===== src/hdl/bdqs_pkg.sv =====
package bdqs_pkg;

    // Default sizes of the store.
    localparam int DEF_CAPACITY    = 64;
    localparam int DEF_VALUE_WIDTH = 32;

    // Fixed widths of the beat fields.
    localparam int CMD_W    = 3;
    localparam int DATA_W   = 32;
    localparam int STATUS_W = 2;

    // Command codes; code 7 is unused and leaves the list unchanged.
    typedef enum logic [CMD_W-1:0] {
        CMD_ADD_FRONT = 3'd0,
        CMD_ADD_BACK  = 3'd1,
        CMD_RM_FRONT  = 3'd2,
        CMD_RM_BACK   = 3'd3,
        CMD_RM_VALUE  = 3'd4,
        CMD_SEARCH    = 3'd5,
        CMD_CLEAR     = 3'd6
    } cmd_t;

    // Result status codes.
    typedef enum logic [STATUS_W-1:0] {
        ST_DONE  = 2'd0,
        ST_FULL  = 2'd1,
        ST_EMPTY = 2'd2
    } status_t;

    // Status flags that travel with every result.
    typedef struct packed {
        status_t status;
        logic    found;
    } flags_t;

endpackage


===== src/hdl/bdqs_ram.sv =====
module bdqs_ram #(
    parameter int WIDTH = 32,
    parameter int DEPTH = 64
) (
    input  logic                     clk,
    input  logic                     we,
    input  logic [$clog2(DEPTH)-1:0] waddr,
    input  logic [WIDTH-1:0]         wdata,
    input  logic [$clog2(DEPTH)-1:0] raddr,
    output logic [WIDTH-1:0]         rdata
);

    logic [WIDTH-1:0] mem [DEPTH];

    // One write port, one read port with registered data.
    always_ff @(posedge clk) begin
        if (we) begin
            mem[waddr] <= wdata;
        end
        rdata <= mem[raddr];
    end

endmodule


===== src/hdl/bdqs_ctrl.sv =====
module bdqs_ctrl #(
    parameter int CAPACITY    = 64,
    parameter int VALUE_WIDTH = 32
) (
    input  logic                                aclk,
    input  logic                                aresetn,
    // Command side
    input  logic                                in_valid,
    output logic                                in_ready,
    input  bdqs_pkg::cmd_t                      in_cmd,
    input  logic [bdqs_pkg::DATA_W-1:0]         in_value,
    // Result side
    output logic                                res_valid,
    input  logic                                res_ready,
    output bdqs_pkg::flags_t                    res_flags,
    output logic [$clog2(CAPACITY+1)-1:0]       res_count,
    output logic                                res_empty,
    output logic [bdqs_pkg::DATA_W-1:0]         res_front,
    output logic [bdqs_pkg::DATA_W-1:0]         res_back,
    // Store port
    output logic                                ram_we,
    output logic [$clog2(CAPACITY)-1:0]         ram_waddr,
    output logic [VALUE_WIDTH-1:0]              ram_wdata,
    output logic [$clog2(CAPACITY)-1:0]         ram_raddr,
    input  logic [VALUE_WIDTH-1:0]              ram_rdata
);
    import bdqs_pkg::*;

    localparam int AW = $clog2(CAPACITY);
    localparam int CW = $clog2(CAPACITY + 1);

    typedef enum logic [2:0] {
        S_IDLE,
        S_SCAN,
        S_SHIFT,
        S_FETCH_F,
        S_FETCH_B,
        S_FIN
    } state_t;

    state_t            state_reg;
    cmd_t              cmd_reg;
    logic [VALUE_WIDTH-1:0] key_reg;
    logic [AW-1:0]     head_reg;
    logic [CW-1:0]     count_reg;
    status_t           status_reg;
    logic              found_reg;
    logic [CW-1:0]     rd_pos_reg;
    logic              cmp_valid_reg;
    logic [CW-1:0]     cmp_pos_reg;
    logic              wr_valid_reg;
    logic [CW-1:0]     wr_pos_reg;
    logic [VALUE_WIDTH-1:0] front_reg;

    // Physical slot of a list position, wrapped around the circular store.
    function automatic logic [AW-1:0] slot_of(input logic [AW-1:0] head,
                                              input logic [CW-1:0] pos);
        logic [CW:0] sum;
        sum = (CW+1)'(head) + (CW+1)'(pos);
        if (sum >= (CW+1)'(CAPACITY)) begin
            sum = sum - (CW+1)'(CAPACITY);
        end
        return sum[AW-1:0];
    endfunction

    logic [63:0]            in_wide;
    logic [VALUE_WIDTH-1:0] in_key;
    logic                   full;
    logic                   empty;
    logic [AW-1:0]          head_m1;
    logic [AW-1:0]          head_p1;
    logic [CW-1:0]          back_pos;
    logic                   hit;
    logic [63:0]            front_wide;
    logic [63:0]            back_wide;

    // Kept value: the low bits of the incoming value.
    assign in_wide = 64'(in_value);
    assign in_key  = in_wide[VALUE_WIDTH-1:0];

    assign full     = (count_reg == CW'(CAPACITY));
    assign empty    = (count_reg == '0);
    assign head_m1  = (head_reg == '0) ? AW'(CAPACITY - 1) : head_reg - 1'b1;
    assign head_p1  = (head_reg == AW'(CAPACITY - 1)) ? '0 : head_reg + 1'b1;
    assign back_pos = empty ? '0 : count_reg - 1'b1;
    assign hit      = cmp_valid_reg && (ram_rdata == key_reg);

    // Store addressing for each phase of a command.
    always_comb begin
        ram_we    = 1'b0;
        ram_waddr = slot_of(head_reg, wr_pos_reg);
        ram_wdata = ram_rdata;
        ram_raddr = slot_of(head_reg, rd_pos_reg);
        unique case (state_reg)
            S_IDLE: begin
                ram_wdata = in_key;
                if (in_valid && !full) begin
                    if (in_cmd == CMD_ADD_FRONT) begin
                        ram_we    = 1'b1;
                        ram_waddr = head_m1;
                    end else if (in_cmd == CMD_ADD_BACK) begin
                        ram_we    = 1'b1;
                        ram_waddr = slot_of(head_reg, count_reg);
                    end
                end
            end
            S_SHIFT: begin
                ram_we = wr_valid_reg;
            end
            S_FETCH_F: begin
                ram_raddr = head_reg;
            end
            S_FETCH_B, S_FIN: begin
                ram_raddr = slot_of(head_reg, back_pos);
            end
            default: begin
            end
        endcase
    end

    // Command sequencer.
    always_ff @(posedge aclk) begin
        if (!aresetn) begin
            state_reg     <= S_IDLE;
            head_reg      <= '0;
            count_reg     <= '0;
            cmp_valid_reg <= 1'b0;
            wr_valid_reg  <= 1'b0;
        end else begin
            unique case (state_reg)
                S_IDLE: begin
                    if (in_valid) begin
                        cmd_reg       <= in_cmd;
                        key_reg       <= in_key;
                        status_reg    <= ST_DONE;
                        found_reg     <= 1'b0;
                        rd_pos_reg    <= '0;
                        cmp_valid_reg <= 1'b0;
                        wr_valid_reg  <= 1'b0;
                        state_reg     <= S_FETCH_F;
                        unique case (in_cmd)
                            CMD_ADD_FRONT: begin
                                if (full) begin
                                    status_reg <= ST_FULL;
                                end else begin
                                    head_reg  <= head_m1;
                                    count_reg <= count_reg + 1'b1;
                                end
                            end
                            CMD_ADD_BACK: begin
                                if (full) begin
                                    status_reg <= ST_FULL;
                                end else begin
                                    count_reg <= count_reg + 1'b1;
                                end
                            end
                            CMD_RM_FRONT: begin
                                if (empty) begin
                                    status_reg <= ST_EMPTY;
                                end else begin
                                    head_reg  <= head_p1;
                                    count_reg <= count_reg - 1'b1;
                                end
                            end
                            CMD_RM_BACK: begin
                                if (empty) begin
                                    status_reg <= ST_EMPTY;
                                end else begin
                                    count_reg <= count_reg - 1'b1;
                                end
                            end
                            CMD_RM_VALUE, CMD_SEARCH: begin
                                state_reg <= S_SCAN;
                            end
                            CMD_CLEAR: begin
                                count_reg <= '0;
                                head_reg  <= '0;
                            end
                            default: begin
                            end
                        endcase
                    end
                end
                // Walk the list from the front, one read a cycle, comparing
                // the data of the previous read.
                S_SCAN: begin
                    if (hit) begin
                        found_reg     <= 1'b1;
                        cmp_valid_reg <= 1'b0;
                        if (cmd_reg == CMD_RM_VALUE) begin
                            rd_pos_reg <= cmp_pos_reg + 1'b1;
                            state_reg  <= S_SHIFT;
                        end else begin
                            state_reg <= S_FETCH_F;
                        end
                    end else if (rd_pos_reg < count_reg) begin
                        cmp_valid_reg <= 1'b1;
                        cmp_pos_reg   <= rd_pos_reg;
                        rd_pos_reg    <= rd_pos_reg + 1'b1;
                    end else begin
                        cmp_valid_reg <= 1'b0;
                        state_reg     <= S_FETCH_F;
                    end
                end
                // Move each later entry one place toward the front: read
                // position p, write it back to p-1 in the next cycle.
                S_SHIFT: begin
                    if (rd_pos_reg < count_reg) begin
                        wr_valid_reg <= 1'b1;
                        wr_pos_reg   <= rd_pos_reg - 1'b1;
                        rd_pos_reg   <= rd_pos_reg + 1'b1;
                    end else begin
                        wr_valid_reg <= 1'b0;
                        count_reg    <= count_reg - 1'b1;
                        state_reg    <= S_FETCH_F;
                    end
                end
                S_FETCH_F: begin
                    state_reg <= S_FETCH_B;
                end
                S_FETCH_B: begin
                    front_reg <= ram_rdata;
                    state_reg <= S_FIN;
                end
                S_FIN: begin
                    if (res_ready) begin
                        state_reg <= S_IDLE;
                    end
                end
                default: begin
                    state_reg <= S_IDLE;
                end
            endcase
        end
    end

    // Result fields; the back value stays on the read data while waiting.
    assign front_wide       = 64'(front_reg);
    assign back_wide        = 64'(ram_rdata);
    assign in_ready         = (state_reg == S_IDLE);
    assign res_valid        = (state_reg == S_FIN);
    assign res_flags.status = status_reg;
    assign res_flags.found  = found_reg;
    assign res_count        = count_reg;
    assign res_empty        = empty;
    assign res_front        = empty ? '0 : front_wide[DATA_W-1:0];
    assign res_back         = empty ? '0 : back_wide[DATA_W-1:0];

endmodule


===== src/hdl/bounded_deque_with_search_unit.sv =====
// Bounded double-ended queue with search and remove by value.
// Add, remove front/back and clear go from the accepted beat through the front fetch,
// back fetch and result states; search, and remove by value, first walk the entries
// through the single read port of the store, one read per cycle, for N entries.
// Throughput: one command at a time; s_tready is high only while the unit is idle.
// Reset (aresetn low, synchronous) empties the list; the store itself is not cleared.
module bounded_deque_with_search_unit #(
    parameter int CAPACITY    = bdqs_pkg::DEF_CAPACITY,
    parameter int VALUE_WIDTH = bdqs_pkg::DEF_VALUE_WIDTH,
    localparam int CNT_W      = $clog2(CAPACITY + 1),
    localparam int M_BITS     = bdqs_pkg::STATUS_W + 2 + CNT_W + 2 * bdqs_pkg::DATA_W,
    localparam int M_TDATA_W  = ((M_BITS + 7) / 8) * 8
) (
    input  logic                          aclk,
    input  logic                          aresetn,
    input  logic                          s_tvalid,
    output logic                          s_tready,
    input  logic [bdqs_pkg::DATA_W-1:0]   s_tdata,   // item_value
    input  logic [bdqs_pkg::CMD_W-1:0]    s_tuser,   // command
    output logic                          m_tvalid,
    input  logic                          m_tready,
    // status, found, entry_count, is_empty, front_value, back_value, zero fill
    output logic [M_TDATA_W-1:0]          m_tdata
);
    import bdqs_pkg::*;

    localparam int AW = $clog2(CAPACITY);

    logic                   res_valid;
    logic                   res_ready;
    flags_t                 res_flags;
    logic [CNT_W-1:0]       res_count;
    logic                   res_empty;
    logic [DATA_W-1:0]      res_front;
    logic [DATA_W-1:0]      res_back;
    logic                   ram_we;
    logic [AW-1:0]          ram_waddr;
    logic [VALUE_WIDTH-1:0] ram_wdata;
    logic [AW-1:0]          ram_raddr;
    logic [VALUE_WIDTH-1:0] ram_rdata;
    logic                   m_valid_reg;
    logic [M_TDATA_W-1:0]   m_data_reg;
    logic [M_BITS-1:0]      res_packed;

    bdqs_ctrl #(
        .CAPACITY    (CAPACITY),
        .VALUE_WIDTH (VALUE_WIDTH)
    ) u_ctrl (
        .aclk      (aclk),
        .aresetn   (aresetn),
        .in_valid  (s_tvalid),
        .in_ready  (s_tready),
        .in_cmd    (cmd_t'(s_tuser)),
        .in_value  (s_tdata),
        .res_valid (res_valid),
        .res_ready (res_ready),
        .res_flags (res_flags),
        .res_count (res_count),
        .res_empty (res_empty),
        .res_front (res_front),
        .res_back  (res_back),
        .ram_we    (ram_we),
        .ram_waddr (ram_waddr),
        .ram_wdata (ram_wdata),
        .ram_raddr (ram_raddr),
        .ram_rdata (ram_rdata)
    );

    bdqs_ram #(
        .WIDTH (VALUE_WIDTH),
        .DEPTH (CAPACITY)
    ) u_store (
        .clk   (aclk),
        .we    (ram_we),
        .waddr (ram_waddr),
        .wdata (ram_wdata),
        .raddr (ram_raddr),
        .rdata (ram_rdata)
    );

    // Result beat, status in the lowest bits and back value in the highest.
    assign res_packed = {res_back, res_front, res_empty, res_count,
                         res_flags.found, res_flags.status};

    // Output register: takes a new result once the previous beat has gone.
    assign res_ready = !m_valid_reg || m_tready;

    always_ff @(posedge aclk) begin
        if (!aresetn) begin
            m_valid_reg <= 1'b0;
        end else if (res_ready) begin
            m_valid_reg <= res_valid;
            if (res_valid) begin
                m_data_reg <= M_TDATA_W'(res_packed);
            end
        end
    end

    assign m_tvalid = m_valid_reg;
    assign m_tdata  = m_data_reg;

    // The unit is busy in the cycle after it takes a command.
    a_busy_after_accept: assert property (@(posedge aclk) disable iff (!aresetn)
        s_tvalid && s_tready |=> !s_tready)
        else $error("command accepted while the previous one is in progress");

    // A result is never offered while a new command could be taken.
    a_result_not_idle: assert property (@(posedge aclk) disable iff (!aresetn)
        res_valid |-> !s_tready)
        else $error("result offered while idle");

    // An empty list reports zero front and back values.
    a_empty_zero: assert property (@(posedge aclk) disable iff (!aresetn)
        res_valid && res_empty |-> (res_front == '0) && (res_back == '0) &&
                                   (res_count == '0))
        else $error("empty list with non-zero fields");

endmodule

===== config.mk =====
export PLATFORM = sky130hd
export DESIGN_NAME = bounded_deque_with_search_unit
export DESIGN_NICKNAME = d
export VERILOG_FILES = /design/src/hdl/bdqs_pkg.sv /design/src/hdl/bdqs_ram.sv /design/src/hdl/bdqs_ctrl.sv /design/src/hdl/bounded_deque_with_search_unit.sv
export SDC_FILE = /design/constraint.sdc
export NUM_CORES = 2
export LEC_CHECK = 0
export BUFFER_PORTS_ARGS = -buffer_cell sky130_fd_sc_hd__buf_4
export CORE_MARGIN = 2
export CORE_UTILIZATION = 45
export DETAILED_ROUTE_END_ITERATION = 6
export GPL_ROUTABILITY_DRIVEN = 1
export PLACE_DENSITY_LB_ADDON = 0.15
export SYNTH_ARGS = -nofsm -noshare
export SYNTH_HDL_FRONTEND = slang
export SYNTH_SLANG_ARGS = --single-unit

===== constraint.sdc =====
create_clock -name aclk -period 9.03 [get_ports aclk]
set_clock_uncertainty 0.1 [all_clocks]
set_input_delay 0.903 -clock aclk [delete_from_list [all_inputs] [get_ports aclk]]
set_output_delay 0.903 -clock aclk [all_outputs]
set_load 0.05 [all_outputs]

# Yosys cells after proc, flatten, opt, wreduce, memory -nomap -nowiden

Memories as Yosys holds them, arrays and structs flattened. A register that Yosys moved wholly into a read port is not among the register bits.
Index checks and enable logic that the tools add are counted.

Memory bits (writable): 2,048
Logic and storage cells: 142
Output and inout bits: 82
Memories kept: 1
Bits in latches: 0
Input bits: 39
Bits in read-only memories: 0
Bits in registers: 185

Memory list:

| memory      | words | bits a word | rd ports | clocked after memory_dff | wr ports | line           | source |
|---|---|---|---|---|---|---|---|
| u_store.mem | 64    | 32          | 1        | 1                        | 1        | bdqs_ram.sv:13 | `logic [WIDTH-1:0] mem [DEPTH];` |

Div/mod/pow operators: 0
Multiply operators: 0
Mux-type cells: 50
Bitwise gates (word level): 1
Eq/ne operators: 25
Shift-type cells: 0
Reduce and logical (&&, ||, !) cells: 29
$add $sub $neg: 15
Magnitude comparators: 5

Operators with widths:

| operator                                                               | count |
|---|---|
| 6-bit 2-to-1 mux                                                       | 12 |
| 7-bit 2-to-1 mux                                                       | 9 |
| 7-bit one-hot mux with 3 select lines                                  | 2 |
| 6-bit by 7-bit adder with 8-bit output                                 | 4 |
| 32-bit equality test                                                   | 1 |
| 8-bit by 7-bit >= comparator with 1-bit output (second input constant) | 4 |
| 32-bit 2-to-1 mux                                                      | 1 |
| 6-bit by 1-bit subtractor with 6-bit output (second input constant)    | 5 |
| 7-bit by 1-bit adder with 7-bit output (second input constant)         | 3 |
| 3-bit equality test (second input constant)                            | 6 |
| 3-bit one-hot mux with 6 select lines                                  | 1 |
| 6-bit one-hot mux with 3 select lines                                  | 1 |
| 7-bit one-hot mux with 2 select lines                                  | 1 |
| 7-bit by 1-bit subtractor with 7-bit output (second input constant)    | 2 |
| 3-bit by 2-bit equality test with 1-bit output (second input constant) | 4 |
| 3-bit 2-to-1 mux                                                       | 4 |
| 6-bit one-hot mux with 2 select lines                                  | 1 |
| 4-bit AND reduction                                                    | 3 |
| 1-bit 2-to-1 mux                                                       | 11 |
| 3-bit inequality test (second input constant)                          | 3 |
| 3-bit AND reduction                                                    | 3 |
| 2-bit inequality test (second input constant)                          | 4 |
| 1-bit one-hot mux with 2 select lines                                  | 4 |
| 2-bit AND reduction                                                    | 4 |
| 21 further kinds                                                       | 32 |

# Logic depth before layout (Yosys ltp)

Depth in word-level cells: 7
Depth in mapped cells: 19
Depth with buffers taken out: 16

# Modules after synthesis

A second synthesis with hierarchy kept.

Cell total of the unflattened synthesis: 4,261
Area, all modules: 88,252.1 um^2

Modules (own cells, without submodules):

| module                         | cells each | times used | sequential area each (um^2) | area an instance (um^2) |
|---|---|---|---|---|
| bdqs_ram                       | 3,511      | 1          | 62,139.6                    | 79,039.6 |
| bdqs_ctrl                      | 664        | 1          | 3,062.9                     | 6,867.8 |
| bounded_deque_with_search_unit | 86         | 1          | 2,272.2                     | 2,344.7 |

# Least setup slack after synthesis

No wires, ideal clock.

Path type: in2reg
Start point: input port m_tready
End point: register m_data_reg[0] (netlist: m_tdata[0]) (enable)
Stages: 3
Buffers on the path: 0
Setup time: 509 ps
Arrival: 4,258 ps
Path slack: 4,163 ps
Required time: 8,421 ps
Cells stage by stage: nand2b_1 > nand2_1 > nor2_1

Longest elaborated chain between the ends: 2

Ends and longest elaborated chain:

| item                                 | line                                 | source |
|---|---|---|
| start, declared                      | bounded_deque_with_search_unit.sv:21 | `input logic m_tready,` |
| 1-bit logical OR                     | bounded_deque_with_search_unit.sv:86 | `assign res_ready = !m_valid_reg \|\| m_tready;` |
| 3-bit AND reduction (no source line) | n/a                                  |  |
| end signal, assigned                 | bounded_deque_with_search_unit.sv:94 | `m_data_reg <= M_TDATA_W'(res_packed);` |
| end, declared                        | bounded_deque_with_search_unit.sv:42 | `logic [M_TDATA_W-1:0] m_data_reg;` |

Every way passes these cells.
A chain may end at the register's enable or synchronous reset.

# Final worst setup path

Start point: register u_ctrl.count_reg[1] (netlist: u_ctrl.res_count[1])
End point: register u_store.rdata[27] (read register of u_store.mem)

Longest elaborated chain between the ends: 6
Elaborated cells on any way between the ends: 8
Those cells by class: add/sub (3); order compare (1); mux (3); reduce/logical (1)

Ends and longest elaborated chain:

| item                                                                                                          | line                                 | source |
|---|---|---|
| start, declared                                                                                               | bdqs_ctrl.sv:45                      | `logic [CW-1:0] count_reg;` |
| start signal, assigned                                                                                        | bdqs_ctrl.sv:147                     | `count_reg <= count_reg + 1'b1;` |
| start signal, assigned                                                                                        | bdqs_ctrl.sv:154                     | `count_reg <= count_reg + 1'b1;` |
| start signal, assigned                                                                                        | bdqs_ctrl.sv:162                     | `count_reg <= count_reg - 1'b1;` |
| 7-bit logical NOT (*)                                                                                         | bdqs_ctrl.sv:82                      | `assign empty = (count_reg == '0);` |
| named net res_empty                                                                                           | bounded_deque_with_search_unit.sv:33 | `logic res_empty;` |
| 7-bit 2-to-1 mux (*)                                                                                          | bdqs_ctrl.sv:85                      | `assign back_pos = empty ? '0 : count_reg - 1'b1;` |
| 6-bit by 7-bit adder with 8-bit output (*)                                                                    | bdqs_ctrl.sv:59                      | `sum = (CW+1)'(head) + (CW+1)'(pos);` |
| 8-bit by 7-bit >= comparator with 1-bit output or 6-bit by 1-bit subtractor with 6-bit output (tied branches) | bdqs_ctrl.sv:60, bdqs_ctrl.sv:61     |  |
| 6-bit 2-to-1 mux (*)                                                                                          | bdqs_ctrl.sv:60                      | `if (sum >= (CW+1)'(CAPACITY)) begin` |
| 6-bit one-hot mux with 2 select lines (*)                                                                     | bdqs_ctrl.sv:94                      | `unique case (state_reg)` |
| end, declared                                                                                                 | bdqs_ram.sv:10                       | `output logic [WIDTH-1:0] rdata` |

Mark *: on every way through the listed nets, which the timed path passes. The rest lies on a longest branch.

==> run metrics <==
most frequent cells in the layout edfxtp_1, nand2_1, and3_1; Clock Path Buffers 3; CTS Buf Count 227; first-pass GRT wire length slightly below 400000 um; CP Launch Type flip-flop; H-tree depth 4; relative slew slack 0.134; FMAX 143 MHz; GRT Overall Usage 0.265; CP required approximately 9.7 ns; part of the cycle the worst path needs 0.772; Final Hold Viols 0; Top FF cell, synth edfxtp_1; crit path kind flip-flop to flip-flop; GRT overflow 0; vias in the first global route around 53k; Worst-Margin Slew 1.30 ns; total power 0.0368 W; crit-path max FO 67; vias per cell around 6.0; leakage dissipation 35.2 nW; Worst VDD drop 360 uV; Post-synth EDFFs around 2.2k; CTS tree built; Setup Buffers After CTS 0; # rows 164; unrepaired setup endpoints after global routing no; setup ws final a little over 2 ns; Pins Over Slew Limit 0; HPWL after DPL 141000 um; register clock-pin slew on the reported worst setup and hold paths 0.06 ns; total number of vias 57.1k; placer congestion estimate 0.834; Finished Layout Cells 9545; register with the highest flop count u_store.mem; PwrDens 360 nW/um^2; commonest non-fill, non-tap cell in the layout edfxtp_1; Placed Cells 9124; Layout area overhead 13.0%; Final Critical Period 6.97 ns; WL/cell 29.0 um; Hold Path Class input pin to flip-flop; WP data arrival 7.61 ns; max_cap viols 0; post-detailed-route count of antenna-violating nets 0; final setup TNS 0 ns; initial antenna violation count 4; layout cell share with drive strength beyond 1 0.111; endpoint class of the critical path flip-flop; reg2reg setup slack approximately 2 ns; Core Box Area 200000 um^2; die area 205000 um^2; Total Wirelength around 280000 um; Yosys reg bits 2264; worst slack, placed 2.21 ns; max reg flops 2048; synthesized area 90600 um^2; largest net degree at the start of global routing roughly 170; Ys Warns 0; synthesized instance count 6630; CTS root buf clkbuf_16; status finished clean; library cells used by synthesis 74; total clock sinks approximately 2.3k; sequential share of the synthesized area 0.745; Die Span Y 453 um; DR pass1 iterations 6; die width approximately 450 um; drc violations 0; First DRT Iteration DRCs ~7.4k; CTS resizes 0; syn avg cell area about 14 um^2; Final Setup Violations 0; Final nets 6768; cts hold-fix bufs 0; clk_lat worst skew between 0.8 and 0.9 ns; initial core utilization 0.453; Post-synth ARST share 0; I/O Buffers about 120; I/O pin cnt 121
==> critical path, cell delays in order (launching register included) <==
cell      delay, ns
dfxtp_1        0.54
inv_1          0.17
ha_1           0.27
nor3b_2        0.20
nand4_1        0.11
buf_4          0.45
inv_1          0.26
o31ai_1        0.37
ha_1           0.27
fa_1           0.22
xor2_1         0.12
mux2_2         0.50
buf_4          0.31
or2b_4         0.69
buf_4          0.42
a311oi_1       0.10
o41ai_1        0.77
o21ai_0        0.51
mux2_2         0.41
==> cell usage after synthesis, types with 21 or more instances <==
master    number  area share
ha_1          29      0.0040
buf_4         21      0.0017
and2_1        68      0.0047
xnor2_1       49      0.0047
o21ai_0       41      0.0023
inv_1         21     0.00087
nand4_1       21      0.0014
a21oi_1       69      0.0038
clkbuf_1     236      0.0098
nand2_1     2085       0.086
edfxtp_1    2213        0.73
and3_1       494       0.034
dfxtp_1       51       0.011
buf_2        173      0.0096
mux2_2        67      0.0083
o21ai_1       34      0.0019
nand3_1       48      0.0027
nor4_1        65      0.0045
o41ai_1       60      0.0058
nor2_1        98      0.0041
a311oi_1     485       0.047
==> metal layers <==
layer	up-vias	wire length, um	track usage
li1	24900	-	-
met1	29100	116000	0.383
met2	2747	128000	0.413
met3	387	24800	0.0401
met4	0	8470	0.0845
met5	-	0	0
==> where the power goes <==
part | total (W) | internal, W | switching [W]
clock | 0.00941 | 0.00544 | 0.00398
combinational | 0.0137 | 0.00360 | 0.0101
sequential | 0.0138 | 0.0133 | 0.000443
==> through the flow <==
stage	hold WS (ns)	area (um^2)	utilization
finish	0.122	102000	0.512
global route	0.0815	102000	0.512
CTS	0.0510	102000	0.512
detailed placement	0.313	95000	0.475
global placement	0.301	95000	0.475
floorplan	0.300	90600	-
==> final timing paths <==
path,from,endpoint,cells past startpoint
worst min register to register,u_ctrl.found_reg$_DFFE_PP_,m_tdata[2]$_DFFE_PP_,0
worst max register to register,u_ctrl.res_count[1]$_SDFFE_PN0P_,u_store.rdata[27]$_DFF_P_,18
worst min-delay path,s_tdata[3],u_ctrl.key_reg[3]$_DFFE_PP_,1
worst max-delay path,u_ctrl.res_count[1]$_SDFFE_PN0P_,u_store.rdata[27]$_DFF_P_,18
==> layout make-up <==
type | instances | area, um^2
Clock inverter | 126 | 1250
Inverter | 23 | 86.3
Timing Repair Buffer | 290 | 2490
Tap cell | 2656 | 3320
Sequential cell | 2264 | 67500
Fill cell | 16800 | 97500
Antenna cell | 3 | 7.51
Clock buffer | 292 | 6150
Multi-Input combinational cell | 3891 | 21600
==> kinds of logic after synthesis <==
| family | Yosys count | share of synthesized area |
|---|---|---|
| AND/OR/NAND/NOR | 2921 | 0.141 |
| flip-flops | 2264 | 0.745 |
| other | 1 | 0.0000414 |
| buffers and inverters | 479 | 0.0237 |
| AO/OA/AOI/OAI | 782 | 0.0689 |
| adder cells (fa/ha/maj) | 32 | 0.00467 |
| XOR/XNOR | 67 | 0.00648 |
| multiplexers | 84 | 0.0103 |
(Power assumes the default switching activity.)
